## src/sv/kutt_pkg.sv

```systemverilog
// ----------------------------------------------------------------------------
// kutt_pkg
// Types, codes and helper functions shared by the usage tally table files.
// ----------------------------------------------------------------------------
package kutt_pkg;

	// Opcodes of an input item
	typedef enum logic [1:0] {
		OP_RECORD = 2'd0,
		OP_CLEAR  = 2'd1,
		OP_SUMS   = 2'd2,
		OP_REPORT = 2'd3
	} op_t;

	// Status of a recorded item
	localparam logic [1:0] ST_AVAIL   = 2'd0;
	localparam logic [1:0] ST_UNAVAIL = 2'd1;
	localparam logic [1:0] ST_UNKNOWN = 2'd2;
	localparam logic [1:0] ST_IGNORE  = 2'd3;  // item is dropped

	// Result codes
	localparam logic [1:0] CODE_OK      = 2'd0;
	localparam logic [1:0] CODE_FULL    = 2'd1;
	localparam logic [1:0] CODE_NOMATCH = 2'd2;

	localparam logic [31:0] MAX32 = 32'hFFFF_FFFF;

	// Sequencer states
	typedef enum logic [2:0] {
		S_IDLE,
		S_RD,
		S_EV,
		S_SH_RD,
		S_SH_WR,
		S_INS,
		S_FIN
	} state_t;

	// One table slot
	typedef struct packed {
		logic [15:0] rank;
		logic [31:0] user;
		logic [31:0] ready_blocks;
		logic [31:0] missing_blocks;
		logic [31:0] ready_files;
		logic [31:0] missing_files;
		logic        unknown;
	} entry_t;

	// One result item
	typedef struct packed {
		logic [1:0]  code;
		logic [15:0] out_rank;
		logic [31:0] ready_blocks;
		logic [31:0] missing_blocks;
		logic [31:0] all_blocks;
		logic        unknown_seen;
		logic [31:0] grand_blocks;
		logic [31:0] grand_files;
		logic        last;
	} res_t;

	function automatic logic [31:0] sat_add32(input logic [31:0] a, input logic [31:0] b);
		logic [32:0] s;
		s = {1'b0, a} + {1'b0, b};
		return s[32] ? MAX32 : s[31:0];
	endfunction

	// Add one item to a slot according to its status
	function automatic entry_t apply_item(input entry_t e, input logic [30:0] blocks,
			input logic [1:0] status);
		entry_t r;
		r = e;
		if (status == ST_AVAIL) begin
			r.ready_blocks = sat_add32(e.ready_blocks, {1'b0, blocks});
			r.ready_files  = sat_add32(e.ready_files, 32'd1);
		end else if (status == ST_UNAVAIL) begin
			r.missing_blocks = sat_add32(e.missing_blocks, {1'b0, blocks});
			r.missing_files  = sat_add32(e.missing_files, 32'd1);
		end else begin
			r.unknown = 1'b1;
		end
		return r;
	endfunction

endpackage

```

## src/sv/kutt_req_if.sv

```systemverilog
// ----------------------------------------------------------------------------
// kutt_req_if
// Input channel: valid/ready handshake with the request fields.
// ----------------------------------------------------------------------------
interface kutt_req_if;
	logic        valid;
	logic        ready;
	logic [1:0]  opcode;
	logic [15:0] rank;
	logic [31:0] user_id;
	logic [30:0] block_count;
	logic [1:0]  item_status;

	modport source (output valid, opcode, rank, user_id, block_count, item_status,
		input ready);
	modport sink (input valid, opcode, rank, user_id, block_count, item_status,
		output ready);
endinterface

```

## src/sv/kutt_rsp_if.sv

```systemverilog
// ----------------------------------------------------------------------------
// kutt_rsp_if
// Output channel: valid/ready handshake with the result fields.
// ----------------------------------------------------------------------------
interface kutt_rsp_if;
	logic        valid;
	logic        ready;
	logic [1:0]  code;
	logic [15:0] out_rank;
	logic [31:0] ready_blocks;
	logic [31:0] missing_blocks;
	logic [31:0] all_blocks;
	logic        unknown_seen;
	logic [31:0] grand_blocks;
	logic [31:0] grand_files;
	logic        last;

	modport source (output valid, code, out_rank, ready_blocks, missing_blocks,
		all_blocks, unknown_seen, grand_blocks, grand_files, last, input ready);
	modport sink (input valid, code, out_rank, ready_blocks, missing_blocks,
		all_blocks, unknown_seen, grand_blocks, grand_files, last, output ready);
endinterface

```

## src/sv/keyed_usage_tally_table_unit.sv

```systemverilog
// ----------------------------------------------------------------------------
// keyed_usage_tally_table_unit
// Sorted table of usage counters keyed by (rank, user), held in one memory.
// ----------------------------------------------------------------------------
// One item at a time is processed. The slots live in a single synchronous
// memory (one read, one write port, registered read data) and a sequencer
// walks them with a read state and an evaluate state per slot. A record that
// inserts shifts each later slot up, one read and one write per slot moved;
// clear and an ignored record skip the walk. Report results stall the walk
// while the output register is occupied; the next item is accepted while the
// last result of the previous one still waits in the output register.
// ----------------------------------------------------------------------------
module keyed_usage_tally_table_unit #(
	parameter int ENTRIES = 16
) (
	input  logic      clk,
	input  logic      arst_n,
	kutt_req_if.sink  req,
	kutt_rsp_if.source rsp
);

	localparam int IW = (ENTRIES > 1) ? $clog2(ENTRIES) : 1;
	localparam int CW = $clog2(ENTRIES + 1);

	kutt_pkg::state_t state_q, state_d;

	// Latched request
	logic [1:0]  op_q;
	logic [15:0] rank_q;
	logic [31:0] user_q;
	logic [30:0] blocks_q;
	logic [1:0]  status_q;

	logic [CW-1:0] used_q, cnt_q, pos_q;
	logic [31:0]   gb_q, gf_q;
	logic          pend_q;
	kutt_pkg::res_t pend_res_q, res_q, out_res_q;
	logic          out_valid_q;

	// Slot memory
	kutt_pkg::entry_t mem [ENTRIES];
	kutt_pkg::entry_t rd_entry_q;
	logic [IW-1:0]    mem_raddr, mem_waddr;
	logic             mem_we;
	kutt_pkg::entry_t mem_wdata;

	logic           emit;
	kutt_pkg::res_t emit_res;

	logic can_emit, scan_end, key_eq, key_after, user_hit, req_fire, tbl_full;
	logic [CW-1:0] cnt_dec;
	logic [33:0] gb_sum, gf_sum;
	kutt_pkg::entry_t new_entry;
	kutt_pkg::res_t hit_res, res_init, pend_last;

	assign req_fire = req.valid && req.ready;
	assign can_emit = !out_valid_q || rsp.ready;
	assign scan_end = (cnt_q == used_q);
	assign tbl_full = (used_q == CW'(ENTRIES));
	assign cnt_dec  = cnt_q - CW'(1);
	assign key_eq   = (rd_entry_q.rank == rank_q) && (rd_entry_q.user == user_q);
	assign key_after = (rd_entry_q.rank > rank_q) ||
		((rd_entry_q.rank == rank_q) && (rd_entry_q.user > user_q));
	assign user_hit = (rd_entry_q.user == user_q);
	assign gb_sum = {2'b0, gb_q} + {2'b0, rd_entry_q.ready_blocks} +
		{2'b0, rd_entry_q.missing_blocks};
	assign gf_sum = {2'b0, gf_q} + {2'b0, rd_entry_q.ready_files} +
		{2'b0, rd_entry_q.missing_files};

	// Fresh slot for an inserted key
	always_comb begin
		new_entry      = '0;
		new_entry.rank = rank_q;
		new_entry.user = user_q;
		new_entry      = kutt_pkg::apply_item(new_entry, blocks_q, status_q);
	end

	// Report result for the slot just read
	always_comb begin
		hit_res                = '0;
		hit_res.code           = kutt_pkg::CODE_OK;
		hit_res.out_rank       = rd_entry_q.rank;
		hit_res.ready_blocks   = rd_entry_q.ready_blocks;
		hit_res.missing_blocks = rd_entry_q.missing_blocks;
		hit_res.all_blocks     = kutt_pkg::sat_add32(rd_entry_q.ready_blocks,
			rd_entry_q.missing_blocks);
		hit_res.unknown_seen   = rd_entry_q.unknown;
	end

	// Starting result of an item, and the held report hit marked as final
	always_comb begin
		res_init       = '0;
		res_init.code  = kutt_pkg::CODE_OK;
		res_init.last  = 1'b1;
		pend_last      = pend_res_q;
		pend_last.last = 1'b1;
	end

	// Next state
	always_comb begin
		state_d = state_q;
		unique case (state_q)
			kutt_pkg::S_IDLE: begin
				if (req_fire) begin
					if (req.opcode == kutt_pkg::OP_CLEAR ||
							(req.opcode == kutt_pkg::OP_RECORD &&
							req.item_status == kutt_pkg::ST_IGNORE))
						state_d = kutt_pkg::S_FIN;
					else
						state_d = kutt_pkg::S_RD;
				end
			end
			kutt_pkg::S_RD: begin
				if (!scan_end)
					state_d = kutt_pkg::S_EV;
				else if (op_q == kutt_pkg::OP_RECORD && !tbl_full)
					state_d = kutt_pkg::S_SH_RD;
				else
					state_d = kutt_pkg::S_FIN;
			end
			kutt_pkg::S_EV: begin
				priority if (op_q == kutt_pkg::OP_RECORD && key_eq)
					state_d = kutt_pkg::S_FIN;
				else if (op_q == kutt_pkg::OP_RECORD && key_after)
					state_d = tbl_full ? kutt_pkg::S_FIN : kutt_pkg::S_SH_RD;
				else if (op_q == kutt_pkg::OP_REPORT && user_hit && pend_q && !can_emit)
					state_d = kutt_pkg::S_EV;
				else
					state_d = kutt_pkg::S_RD;
			end
			kutt_pkg::S_SH_RD: state_d = (cnt_q == pos_q) ? kutt_pkg::S_INS : kutt_pkg::S_SH_WR;
			kutt_pkg::S_SH_WR: state_d = kutt_pkg::S_SH_RD;
			kutt_pkg::S_INS:   state_d = kutt_pkg::S_FIN;
			kutt_pkg::S_FIN:   state_d = can_emit ? kutt_pkg::S_IDLE : kutt_pkg::S_FIN;
			default:           state_d = kutt_pkg::S_IDLE;
		endcase
	end

	// Memory control and result emission
	always_comb begin
		mem_raddr = cnt_q[IW-1:0];
		mem_we    = 1'b0;
		mem_waddr = cnt_q[IW-1:0];
		mem_wdata = kutt_pkg::apply_item(rd_entry_q, blocks_q, status_q);
		emit      = 1'b0;
		emit_res  = res_q;
		unique case (state_q)
			kutt_pkg::S_EV: begin
				if (op_q == kutt_pkg::OP_RECORD && key_eq)
					mem_we = 1'b1;
				if (op_q == kutt_pkg::OP_REPORT && user_hit && pend_q && can_emit) begin
					emit     = 1'b1;
					emit_res = pend_res_q;
				end
			end
			kutt_pkg::S_SH_RD: mem_raddr = cnt_dec[IW-1:0];
			kutt_pkg::S_SH_WR: begin
				mem_we    = 1'b1;
				mem_wdata = rd_entry_q;
			end
			kutt_pkg::S_INS: begin
				mem_we    = 1'b1;
				mem_waddr = pos_q[IW-1:0];
				mem_wdata = new_entry;
			end
			kutt_pkg::S_FIN: emit = can_emit;
			default: ;
		endcase
	end

	assign req.ready = (state_q == kutt_pkg::S_IDLE);

	// Slot memory
	always_ff @(posedge clk) begin
		if (mem_we)
			mem[mem_waddr] <= mem_wdata;
		rd_entry_q <= mem[mem_raddr];
	end

	// Sequencer control registers
	always_ff @(posedge clk or negedge arst_n) begin
		if (!arst_n) begin
			state_q     <= kutt_pkg::S_IDLE;
			used_q      <= '0;
			pend_q      <= 1'b0;
			out_valid_q <= 1'b0;
		end else begin
			state_q <= state_d;
			if (emit)
				out_valid_q <= 1'b1;
			else if (rsp.ready)
				out_valid_q <= 1'b0;
			if (state_q == kutt_pkg::S_IDLE && req_fire) begin
				pend_q <= 1'b0;
				if (req.opcode == kutt_pkg::OP_CLEAR)
					used_q <= '0;
			end
			if (state_q == kutt_pkg::S_EV && op_q == kutt_pkg::OP_REPORT && user_hit &&
					(!pend_q || can_emit))
				pend_q <= 1'b1;
			if (state_q == kutt_pkg::S_INS)
				used_q <= used_q + CW'(1);
		end
	end

	// Datapath registers
	always_ff @(posedge clk) begin
		if (emit)
			out_res_q <= emit_res;
		unique case (state_q)
			kutt_pkg::S_IDLE: begin
				if (req_fire) begin
					op_q     <= req.opcode;
					rank_q   <= req.rank;
					user_q   <= req.user_id;
					blocks_q <= req.block_count;
					status_q <= req.item_status;
					cnt_q    <= '0;
					gb_q     <= '0;
					gf_q     <= '0;
					res_q    <= res_init;
				end
			end
			kutt_pkg::S_RD: begin
				if (scan_end) begin
					if (op_q == kutt_pkg::OP_RECORD) begin
						pos_q <= used_q;
						if (tbl_full)
							res_q.code <= kutt_pkg::CODE_FULL;
					end else if (op_q == kutt_pkg::OP_SUMS) begin
						res_q.grand_blocks <= gb_q;
						res_q.grand_files  <= gf_q;
					end else if (pend_q) begin
						res_q <= pend_last;
					end else begin
						res_q.code <= kutt_pkg::CODE_NOMATCH;
					end
				end
			end
			kutt_pkg::S_EV: begin
				if (op_q == kutt_pkg::OP_RECORD) begin
					if (!key_eq && key_after) begin
						// new key belongs here; a full table rejects it
						if (tbl_full) begin
							res_q.code <= kutt_pkg::CODE_FULL;
						end else begin
							pos_q <= cnt_q;
							cnt_q <= used_q;
						end
					end else if (!key_eq) begin
						cnt_q <= cnt_q + CW'(1);
					end
				end else if (op_q == kutt_pkg::OP_SUMS) begin
					gb_q  <= (gb_sum[33:32] != 2'b0) ? kutt_pkg::MAX32 : gb_sum[31:0];
					gf_q  <= (gf_sum[33:32] != 2'b0) ? kutt_pkg::MAX32 : gf_sum[31:0];
					cnt_q <= cnt_q + CW'(1);
				end else if (!(user_hit && pend_q && !can_emit)) begin
					if (user_hit)
						pend_res_q <= hit_res;
					cnt_q <= cnt_q + CW'(1);
				end
			end
			kutt_pkg::S_SH_WR: cnt_q <= cnt_dec;
			default: ;
		endcase
	end

	assign rsp.valid          = out_valid_q;
	assign rsp.code           = out_res_q.code;
	assign rsp.out_rank       = out_res_q.out_rank;
	assign rsp.ready_blocks   = out_res_q.ready_blocks;
	assign rsp.missing_blocks = out_res_q.missing_blocks;
	assign rsp.all_blocks     = out_res_q.all_blocks;
	assign rsp.unknown_seen   = out_res_q.unknown_seen;
	assign rsp.grand_blocks   = out_res_q.grand_blocks;
	assign rsp.grand_files    = out_res_q.grand_files;
	assign rsp.last           = out_res_q.last;

	// Checks
	a_used_bound: assert property (@(posedge clk) disable iff (!arst_n)
		used_q <= CW'(ENTRIES)) else $error("slot count beyond table size");

	a_no_insert_full: assert property (@(posedge clk) disable iff (!arst_n)
		state_q == kutt_pkg::S_INS |-> used_q < CW'(ENTRIES))
		else $error("insert into full table");

	a_emit_valid: assert property (@(posedge clk) disable iff (!arst_n)
		emit |=> out_valid_q) else $error("emitted result not presented");

endmodule

```

## src/flat_wrapper.sv

```systemverilog
// flat-port wrapper written by rule: the top's interface ports become plain ports
module keyed_usage_tally_table_unit_flat 
#(
	parameter int ENTRIES = 16
)
  (clk, arst_n, req_valid, req_opcode, req_rank, req_user_id, req_block_count, req_item_status, req_ready, rsp_valid, rsp_code, rsp_out_rank, rsp_ready_blocks, rsp_missing_blocks, rsp_all_blocks, rsp_unknown_seen, rsp_grand_blocks, rsp_grand_files, rsp_last, rsp_ready);
  kutt_req_if req_i ();
  kutt_rsp_if rsp_i ();
  input  logic clk;
  input  logic arst_n;
  input wire logic [$bits(req_i.valid)-1:0] req_valid;
  input wire logic [$bits(req_i.opcode)-1:0] req_opcode;
  input wire logic [$bits(req_i.rank)-1:0] req_rank;
  input wire logic [$bits(req_i.user_id)-1:0] req_user_id;
  input wire logic [$bits(req_i.block_count)-1:0] req_block_count;
  input wire logic [$bits(req_i.item_status)-1:0] req_item_status;
  output wire logic [$bits(req_i.ready)-1:0] req_ready;
  output wire logic [$bits(rsp_i.valid)-1:0] rsp_valid;
  output wire logic [$bits(rsp_i.code)-1:0] rsp_code;
  output wire logic [$bits(rsp_i.out_rank)-1:0] rsp_out_rank;
  output wire logic [$bits(rsp_i.ready_blocks)-1:0] rsp_ready_blocks;
  output wire logic [$bits(rsp_i.missing_blocks)-1:0] rsp_missing_blocks;
  output wire logic [$bits(rsp_i.all_blocks)-1:0] rsp_all_blocks;
  output wire logic [$bits(rsp_i.unknown_seen)-1:0] rsp_unknown_seen;
  output wire logic [$bits(rsp_i.grand_blocks)-1:0] rsp_grand_blocks;
  output wire logic [$bits(rsp_i.grand_files)-1:0] rsp_grand_files;
  output wire logic [$bits(rsp_i.last)-1:0] rsp_last;
  input wire logic [$bits(rsp_i.ready)-1:0] rsp_ready;
  assign req_i.valid = req_valid;
  assign req_i.opcode = req_opcode;
  assign req_i.rank = req_rank;
  assign req_i.user_id = req_user_id;
  assign req_i.block_count = req_block_count;
  assign req_i.item_status = req_item_status;
  assign req_ready = req_i.ready;
  assign rsp_valid = rsp_i.valid;
  assign rsp_code = rsp_i.code;
  assign rsp_out_rank = rsp_i.out_rank;
  assign rsp_ready_blocks = rsp_i.ready_blocks;
  assign rsp_missing_blocks = rsp_i.missing_blocks;
  assign rsp_all_blocks = rsp_i.all_blocks;
  assign rsp_unknown_seen = rsp_i.unknown_seen;
  assign rsp_grand_blocks = rsp_i.grand_blocks;
  assign rsp_grand_files = rsp_i.grand_files;
  assign rsp_last = rsp_i.last;
  assign rsp_i.ready = rsp_ready;
  keyed_usage_tally_table_unit #(.ENTRIES(ENTRIES)) u_core (.clk(clk), .arst_n(arst_n), .req(req_i), .rsp(rsp_i));
endmodule
```

## config.mk

```make
export PLATFORM = sky130hd
export DESIGN_NAME = keyed_usage_tally_table_unit_flat
export DESIGN_NICKNAME = d
export VERILOG_FILES = /design/src/sv/kutt_pkg.sv /design/src/sv/kutt_req_if.sv /design/src/sv/kutt_rsp_if.sv /design/src/sv/keyed_usage_tally_table_unit.sv /design/src/flat_wrapper.sv
export SDC_FILE = /design/constraint.sdc
export NUM_CORES = 2
export LEC_CHECK = 0
export BUFFER_PORTS_ARGS = -buffer_cell sky130_fd_sc_hd__buf_2
export CAP_MARGIN = 0
export CORE_AREA = 2 2 585 587
export DETAILED_ROUTE_END_ITERATION = 8
export DIE_AREA = 0 0 587 589
export PLACE_DENSITY = 0.6
export SYNTH_ARGS = -nofsm -noshare
export SYNTH_HDL_FRONTEND = slang
export SYNTH_SLANG_ARGS = --single-unit
```

## constraint.sdc

```tcl
create_clock -name clk -period 20.9 [get_ports clk]
set_input_delay 4.18 -clock clk [delete_from_list [all_inputs] [get_ports clk]]
set_output_delay 4.18 -clock clk [all_outputs]
set_load 0.02 [all_outputs]
```

==> run summary <==
Outcome
- complete, no violations — outcome

Floorplanning
- 214 — Core Rows
- 43.97% — effective utilization at floorplan
- 0.3457 mm^2 — Die Outline Area
- 0.3390 mm^2 — standard cell core area
- 589 um — Die Y
- 269 — ports placed on the boundary
- 587 um — Die X

Routing
- 0 — number of DRC violations after detailed routing
- 78010 — number of vias in the routed layout
- 0 — antenna violation net count after detailed routing
- 6 — router iterations before antenna repair
- 384.4 mm — routed wire length
- 5.888 — detail-routed via count per cell
- 29.01 um — wire per inst
- 8130 — Initial DRC Count

Placed design
- 12540 — Placed Instances
- 268 — port buffer count
- 213.9 mm — placed wire-length estimate
- 0.8820 — gpl congestion

Global routing
- 21.90% — combined global-route utilization of all metal layers
- 24 — number of antenna violations at the first check in global routing
- 556.1 mm — first-pass GRT wire length
- 0 — total global routing overflow
- 147 — maximum number of pins on one net before global-route repair
- 79510 — vias in the first global route

Critical path
- input port to flip-flop — critical setup path kind
- flip-flop — kind of capture point of the worst setup path
- 8110 ps — Arr. time, crit path
- 10 — Register-to-Register Path Depth
- u_core.rd_entry_q[52]$_DFF_P_ — r2r endpoint
- u_core.state_q[0]$_DFFE_PN0P_ — startpoint of the worst-slack reg-to-reg timing path
- rsp_ready — launching element of the worst setup path
- input port — startpoint types
- 21440 ps — CP required
- 14030 ps — worst reg-to-reg setup slack
- 70 — crit-path max FO

Logic synthesis
- 3461 — Post-synth EDFFs
- edfxtp_1 — commonest register cell after synthesis
- 18.93 um^2 — Synth Area per Inst
- 8244 — Syn Nets
- 0.1490 mm^2 — combined area of all synthesized cells
- 72.28% — sequential fraction of the synthesis area
- 0 — number of warnings issued by yosys
- 81 — post-synth cell types
- 0.2741% — post-synthesis async set-or-reset flop share
- 3648 — total of flip-flops plus latches after synthesis
- 7874 — Syn Inst Count

Power and ir drop
- 0.2309 mV — worst ir drop on vdd
- 56.15 nW — leakage power of the design
- 180.5 mW/mm^2 — Pwr per Cell Area

Run
- 0 — max-capacitance violation count

Clock network
- yes — CTS tree
- 0 — Setup Fix Bufs, Post-CTS
- clkbuf_16 — clock tree root driver cell
- 5 — depth of the CTS H-tree
- 0 — post-CTS resize count
- 0 — number of buffers inserted for hold repair after clock tree synthesis
- 369 — Inserted Clock Buffers
- 4 — Clock Tree Buf Depth
- 960 ps — source-to-sink clock delay at the later pin of the worst-skew pair
- 3648 — clock net sink count
- 70 ps — Clk pin slew, worst setup/hold paths

Layout
- 13.64% — layout overhead on the synthesized area
- 8746 — net count reported at finish
- edfxtp_1 — most common library cell in the layout ignoring fill and taps
- 27330 — count of filler cells inserted in the layout
- 13250 — Final Instance Count excl. Fillers
- 3461 x edfxtp_1, 869 x mux4_2, 379 x clkbuf_16, 352 x a21oi_1, 276 x ha_1 — commonest cells after routing, fill and taps aside
- 24.12% — fraction of layout instances using a drive strength above 1

Worst hold path
- flip-flop to flip-flop — worst min-delay path category
- u_core.pend_last[162]$_DFFE_PP_ — hold path endpoint
- 0 — number of cells on the worst hold path
- u_core.hit_res[162]$_DFF_P_ — Worst Hold Launch

STA
- 0.1321 GHz — Max Clock Freq
- 0 ps — Setup Total Neg Slack
- no — RSZ-0062 raised after global routing
- 7569 ps — crit path time final
- 0 — number of max-slew violations in the final report
- 77.72 ps — worst setup skew after layout
- 8.561% — Slew headroom
- 36.22% — Period Utilization, post-route
- 0 — setup-violating endpoint count in the final report
- 1372 ps — transition time of the tightest slew-check pin
- 0 — Final Hold Vio Count

[flip-flops by register name, indices dropped and copies added (netlist names), 16 cells and up]
register and flops:
u_core.rsp.all_blocks 32, u_core.mem 2832, u_core.rsp.grand_files 32, u_core.gb_q 32
u_core.pend_last 113, u_core.rsp.missing_blocks 32, u_core.hit_res 81, u_core.rsp.out_rank 16
u_core.gf_q 32, u_core.user_q 32, u_core.rd_entry_q 96, u_core.res_q 179
u_core.rsp.grand_blocks 32, u_core.rsp.ready_blocks 32, u_core.blocks_q 31, u_core.rank_q 16
[synthesized netlist by cell type (20+ instances only)]
cell | number | area [um^2]
a211oi_1 | 44 | 330.3
a21o_1 | 124 | 930.9
a21oi_1 | 355 | 1777
a221o_1 | 26 | 260.3
a22oi_1 | 32 | 240.2
a31oi_1 | 61 | 381.6
and2_1 | 268 | 1677
and3_1 | 40 | 250.2
buf_1 | 50 | 187.7
buf_2 | 82 | 410.4
clkbuf_1 | 226 | 848.3
dfxtp_1 | 177 | 3543
edfxtp_1 | 3461 | 103900
ha_1 | 276 | 3453
inv_1 | 124 | 465.5
mux2_2 | 113 | 1272
mux2i_1 | 20 | 200.2
mux4_2 | 869 | 19570
nand2_1 | 253 | 949.7
nand2b_1 | 41 | 256.5
nand3_1 | 82 | 410.4
nand4_1 | 42 | 262.8
nor2_1 | 192 | 720.7
nor2b_1 | 43 | 269.0
nor3_1 | 65 | 325.3
o21a_1 | 46 | 345.3
o21ai_0 | 242 | 1211
o21bai_1 | 20 | 150.1
o221ai_1 | 21 | 183.9
o22ai_1 | 22 | 137.6
xnor2_1 | 116 | 1016
xor2_1 | 90 | 788.3
[kinds of logic after synthesis]
kind of cell | Yosys count | share of synthesized area (%)
xor+xnor | 207 | 1.222
fa+ha+maj | 283 | 2.411
flops | 3648 | 72.28
simple gates | 1101 | 3.790
buf+inv | 487 | 1.305
compound gates | 1146 | 4.871
mux | 1002 | 14.12
[through the flow]
| stage | worst slack, ps | utilization [%] | hold slack, ps | cell area (um^2) | power [mW] |
|---|---|---|---|---|---|
| after floorplan | 6461 | - | 408.2 | 149000 | 20.27 |
| after global placement | 12360 | 46.30 | 452.7 | 157000 | 23.71 |
| after detailed placement | 12300 | 46.30 | 458.4 | 157000 | 23.99 |
| after CTS | 13290 | 49.95 | 478.2 | 169300 | 30.73 |
| after global routing | 13030 | 49.96 | 476.9 | 169400 | 32.10 |
| final | 13330 | 49.96 | 466.6 | 169400 | 30.57 |
[power by group]
| group | internal, mW | leakage [nW] | switching, mW | total, mW |
|---|---|---|---|---|
| Combinational | 5.33 | 17.1 | 7.40 | 12.7 |
| Sequential | 10.4 | 33.0 | 0.694 | 11.1 |
| Clock | 3.93 | 6.03 | 2.78 | 6.71 |
| Total | 19.7 | 56.2 | 10.9 | 30.6 |
[worst max-delay path by stage]
stage,to,slack (ps),cells after the start
finish,u_core.rsp.ready_blocks[14]$_DFFE_PP_,13330,9
global route,u_core.rsp.ready_blocks[12]$_DFFE_PP_,13030,9
CTS,u_core.rsp.ready_blocks[12]$_DFFE_PP_,13290,9
detailed placement,u_core.rsp.ready_blocks[15]$_DFFE_PP_,12300,9
global placement,u_core.rsp.ready_blocks[14]$_DFFE_PP_,12360,9
floorplan,u_core.rsp.all_blocks[0]$_DFFE_PP_,6460,7
[critical path: stages]
cell,delay [ps]
buf_2,150
inv_1,70
nand2_1,170
and3_1,280
nand2_4,470
a21oi_4,290
buf_4,740
buf_4,730
buf_4,770
[cell type report]
type                       count  area (um^2)  share of cell area (%)
antenna                       23        57.56                 0.03398
clock buffer                 484        10200                   6.021
clock inverter               201         2148                   1.268
inverter                     125        469.2                  0.2770
multi-input combinational   3739        39780                   23.49
sequential                  3648       107700                   63.60
tap                         4536         5675                   3.351
timing repair buffer         493         3318                   1.959
[routing by layer]
layer	global-route usage [%]	routed length [um]	share of wire, %	vias up
met3	3.009	24540	6.4	608
li1	-	-	-	33250
met1	29.43	157000	41	41220
met5	0	23	0.0060	-
met4	7.041	11770	3.1	4
met2	37.04	191100	50	2930
Power figures use the tool's default switching activity.
